==> src/sv/assert_macros.svh <==
// assertion helpers shared by the rtl
`ifndef ASSERT_MACROS_SVH
`define ASSERT_MACROS_SVH

// property checked on every rising edge of clk, off while rst is high
`define CHK_PROP(lbl, prop, msg) \
  lbl: assert property (@(posedge clk) disable iff (rst) (prop)) else $error(msg);

// condition that must never be seen
`define CHK_NEVER(lbl, expr, msg) \
  `CHK_PROP(lbl, !(expr), msg)

`endif

==> src/sv/lgs_pkg.sv <==
`timescale 1ns / 1ps

package lgs_pkg;

  // default grid storage
  localparam int DEF_MAX_ROWS = 64;
  localparam int DEF_MAX_COLS = 64;

  // field widths
  localparam int OP_W   = 2;
  localparam int POS_W  = 6;
  localparam int SIZE_W = 7;
  localparam int CNT_W  = 4;

  // op codes
  localparam logic [OP_W-1:0] OP_WRITE = 2'd0;
  localparam logic [OP_W-1:0] OP_STEP  = 2'd1;
  localparam logic [OP_W-1:0] OP_READ  = 2'd2;

  // register indexes
  localparam logic REG_GRID_ROWS = 1'b0;
  localparam logic REG_GRID_COLS = 1'b1;

  localparam logic [SIZE_W-1:0] SIZE_RESET = 7'd64;

  // life rule
  localparam logic [CNT_W-1:0] BIRTH_COUNT = 4'd3;
  localparam logic [CNT_W-1:0] SURVIVE_LOW = 4'd2;

  typedef enum logic [3:0] {
    ST_CLEAR,
    ST_IDLE,
    ST_DECODE,
    ST_WR_READ,
    ST_WR_MOD,
    ST_RD_UP,
    ST_RD_MID,
    ST_RD_DN,
    ST_RD_SHIFT,
    ST_STEP,
    ST_RESP
  } state_t;

  typedef enum logic [2:0] {
    RD_NONE,
    RD_ABOVE,
    RD_CENTER,
    RD_BELOW,
    RD_SCAN
  } rd_sel_t;

  typedef enum logic [1:0] {
    WR_NONE,
    WR_CELL,
    WR_SCAN,
    WR_CLEAR
  } wr_sel_t;

  typedef struct packed {
    logic    latch;
    logic    scan_clr;
    logic    scan_inc;
    logic    win_clr;
    rd_sel_t rd_sel;
    wr_sel_t wr_sel;
    logic    load_res;
  } dp_cmd_t;

  typedef struct packed {
    logic [OP_W-1:0] op;
    logic            in_grid;
    logic            step_last;
    logic            clear_last;
  } dp_stat_t;

endpackage

==> src/sv/lgs_ctrl.sv <==
`timescale 1ns / 1ps

module lgs_ctrl import lgs_pkg::*; (
  input  logic     clk,
  input  logic     rst,
  input  logic     start,
  input  dp_stat_t stat,
  output dp_cmd_t  cmd,
  output logic     busy
);

  state_t state, state_next;

  always_ff @(posedge clk) begin
    if (rst) begin
      state <= ST_CLEAR;
    end else begin
      state <= state_next;
    end
  end

  always_comb begin
    state_next = state;
    unique case (state)
      ST_CLEAR: begin
        if (stat.clear_last) state_next = ST_IDLE;
      end
      ST_IDLE: begin
        if (start) state_next = ST_DECODE;
      end
      ST_DECODE: begin
        priority if (stat.op == OP_STEP)               state_next = ST_STEP;
        else if (stat.op == OP_WRITE && stat.in_grid) state_next = ST_WR_READ;
        else if (stat.op == OP_READ && stat.in_grid)  state_next = ST_RD_UP;
        else                                           state_next = ST_RESP;
      end
      ST_WR_READ:  state_next = ST_WR_MOD;
      ST_WR_MOD:   state_next = ST_RESP;
      ST_RD_UP:    state_next = ST_RD_MID;
      ST_RD_MID:   state_next = ST_RD_DN;
      ST_RD_DN:    state_next = ST_RD_SHIFT;
      ST_RD_SHIFT: state_next = ST_RESP;
      ST_STEP: begin
        if (stat.step_last) state_next = ST_RESP;
      end
      ST_RESP:     state_next = ST_IDLE;
      default:     state_next = ST_IDLE;
    endcase
  end

  always_comb begin
    cmd = '{latch: 1'b0, scan_clr: 1'b0, scan_inc: 1'b0, win_clr: 1'b0,
            rd_sel: RD_NONE, wr_sel: WR_NONE, load_res: 1'b0};
    busy = 1'b1;
    unique case (state)
      ST_CLEAR: begin
        cmd.wr_sel   = WR_CLEAR;
        cmd.scan_inc = 1'b1;
      end
      ST_IDLE: begin
        busy      = 1'b0;
        cmd.latch = start;
      end
      ST_DECODE: begin
        cmd.scan_clr = 1'b1;
        cmd.win_clr  = 1'b1;
      end
      ST_WR_READ:  cmd.rd_sel = RD_CENTER;
      ST_WR_MOD:   cmd.wr_sel = WR_CELL;
      ST_RD_UP:    cmd.rd_sel = RD_ABOVE;
      ST_RD_MID:   cmd.rd_sel = RD_CENTER;
      ST_RD_DN:    cmd.rd_sel = RD_BELOW;
      ST_RD_SHIFT: cmd.rd_sel = RD_NONE;
      ST_STEP: begin
        cmd.rd_sel   = RD_SCAN;
        cmd.wr_sel   = WR_SCAN;
        cmd.scan_inc = 1'b1;
      end
      ST_RESP:     cmd.load_res = 1'b1;
      default:     busy = 1'b1;
    endcase
  end

endmodule

==> config.mk <==
export PLATFORM = sky130hd
export DESIGN_NAME = lgs_ctrl
export DESIGN_NICKNAME = d
export VERILOG_FILES = /design/src/sv/assert_macros.svh /design/src/sv/lgs_pkg.sv /design/src/sv/lgs_ctrl.sv
export SDC_FILE = /design/constraint.sdc
export NUM_CORES = 1
export LEC_CHECK = 0
export ABC_CLOCK_PERIOD_IN_PS = 3600
export BUFFER_PORTS_ARGS = -buffer_cell sky130_fd_sc_hd__buf_2
export CAP_MARGIN = 20
export CORE_AREA = 2 2 39 41
export CTS_CLUSTER_DIAMETER = 120
export DETAILED_ROUTE_END_ITERATION = 7
export DIE_AREA = 0 0 41 43
export GPL_ROUTABILITY_DRIVEN = 0
export GPL_TIMING_DRIVEN = 0
export SLEW_MARGIN = 20
export SYNTH_ARGS = -nofsm -noshare
export SYNTH_HDL_FRONTEND = slang
export SYNTH_SLANG_ARGS = --single-unit
==> constraint.sdc <==
create_clock -name clk -period 3.6 [get_ports clk]
set_input_delay 0.54 -clock clk [delete_from_list [all_inputs] [get_ports clk]]
set_output_delay 0.54 -clock clk [all_outputs]
set_load 0.03 [all_outputs]
==> out/metrics.cfg <==
[status]
status=completed

[clock_network]
post_cts.repair.setup_buffers=0
cts_buffers=3
clock_sinks=4
max-clock-path-buffers=2
htree_levels=1
hold_buffers=0
path_clk_slew_ns=0.04
cts_resized=0
cts-root-buf=clkbuf_4
insertion_delay_ns=0.24
cts_tree=yes

[floorplan]
dieArea_um2=1760
rows=14
die_x_um=41
die_h_um=43
core_area_um2=1380
io_pins=19
start_util_pct=28.1

[cells_and_area]
layout.nets=80
largest-register=state
fill_cells=170
largest_reg_flops=4
postLayoutCoreUtil_pct=37.7
drive_gt1_share_pct=48.6
reg_top3=state: 4 flops
antenna_cells=0
area_delta_synth_final_pct=34.1

[synthesis]
ys_ff_latch=4
synth_top_area_share_pct=20.6
synth-edff-count=0
netlist_area_um2=389
synth_most_common_cell=nor3_1
synth.top_cells.by_area=dfxtp_1 (21%), nor3_1 (6.4%), a21oi_1 (3.9%)
syn_inst=49
async_flop_share_pct=0
seq_area_frac_synth_pct=20.6
ys_warn_count=0
syn_avg_cell_area_um2=7.94
syn-num-nets=57
yosys.area.top_type=dfxtp_1
ys_types=32
synth_ff_type=dfxtp_1
synth_common_cells=nor3_1 (5), dfxtp_1 (4), a21oi_1 (3)

[sta]
fin_skew_ns=0.000916
hold_viol_final=0
rsz0062_at_grt=no
fin_setup_tns_ns=0
slew_headroom_pct=72.6
drv_slew=0
period_share_pct=54.0
setup_viol=0
min_period_ns=1.94
tightestPinTransition_ns=0.400
fmax_mhz=514

[global_routing]
grt_max_degree=11
grt_use_total_pct=14.2
overflow=0
grt_pass1_wl_um=1640
grt_pass1_vias=383
antenna_found_initial=0

[power_and_ir_drop]
ir_drop_v=0.000311
p_leak_nw=0.236
powerDensity_nw_per_um2=980

[min_path]
hp-start=rst
hold_path_class=in -> reg

[route]
dr.pass1.iters=4
num_vias=439
dr.first_iter.drc_count=13
routed_wl_um=961
routedWlPerCell_um=11.2
viasPerCell=5.10
postRouteAntennaNets=0
drc=0

[critical_path]
crit_start=state[3]$_SDFFE_PP0P_
required_ns=3.06
path_class=reg -> out
end_kind=output pin
cp_max_fo=10
crit_arrival_ns=1.40
startpoint_type=flop
r2r_start=state[2]$_SDFFE_PP0P_

[run]
drv_cap=0

[placed_design]
numPortBuffers=18
dp_hpwl_um=731

## metrics by stage
stage	total power, mW	cell area (um2)	worst slack (ns)	hold slack, ns	std cells
detailed placement	0.457	499	1.89	0.582	83
global placement	0.454	499	1.90	0.584	83
CTS	0.515	522	1.64	0.507	86
global route	0.556	522	1.53	0.510	86
finish	0.511	522	1.66	0.515	86
floorplan	0.368	389	1.65	0.554	49
## layout by cell type (no fill, tap or decap), types with 2 or more instances in the layout
cell type  netlist  layout
dfxtp_1          4       4
clkbuf_4         0       3
a211oi_1         2       2
nand2b_1         2       2
nor2_2           2       2
buf_2            2      20
nor3b_1          2       2
and3_1           2       2
buf_4            2       2
nor2_1           2       2
nor3_1           5       5
a21oi_1          3       3
## layer usage
layer	track usage, %	up-vias	wire length, um
li1	-	228	-
met1	20.0	194	466
met2	17.2	14	436
met3	4.71	3	40
met4	10.0	0	17
met5	0	-	0
## cell families (layout without fill, tap and decap cells)
| logic type | after synthesis | in the layout | share of synthesized area [%] |
|---|---|---|---|
| and+or+nand+nor | 24 | 24 | 39.6 |
| buffers and inverters | 7 | 28 | 11.3 |
| AOI/OAI and AO/OA | 14 | 14 | 28.6 |
| DFF | 4 | 4 | 20.6 |
## worst paths after layout
kind                           endpoint  slack, ns  depth (start not counted)
setup / recovery                 cmd[2]       1.66                          4
hold / removal    state[0]$_SDFFE_PP0P_       0.51                          2
setup reg to reg  state[1]$_SDFFE_PP0P_       2.29                          5
hold reg to reg   state[2]$_SDFFE_PP0P_       0.59                          2
## worst max-delay path, stage by stage (launching register included)
cell	delay, ns
dfxtp_1	0.42
buf_2	0.25
nor2_1	0.11
nor3_1	0.17
buf_2	0.22
## layout make-up
type	instances	area, um2	area share [%]
repair buffers	18	90.1	17.3
plain buffers	5	36.3	6.95
multi-input cells	38	265	50.8
inverters	2	7.51	1.44
clock buffers	3	22.5	4.32
well taps	16	20.0	3.84
flip-flops and latches	4	80.1	15.3
## report_power, final
group / internal, mW / leakage, nW / switching, mW
logic: 0.132 / 0.190 / 0.244
clock network: 0.0373 / 0.0138 / 0.0189
registers: 0.0605 / 0.0328 / 0.0189
Power figures use the tool's default switching activity.
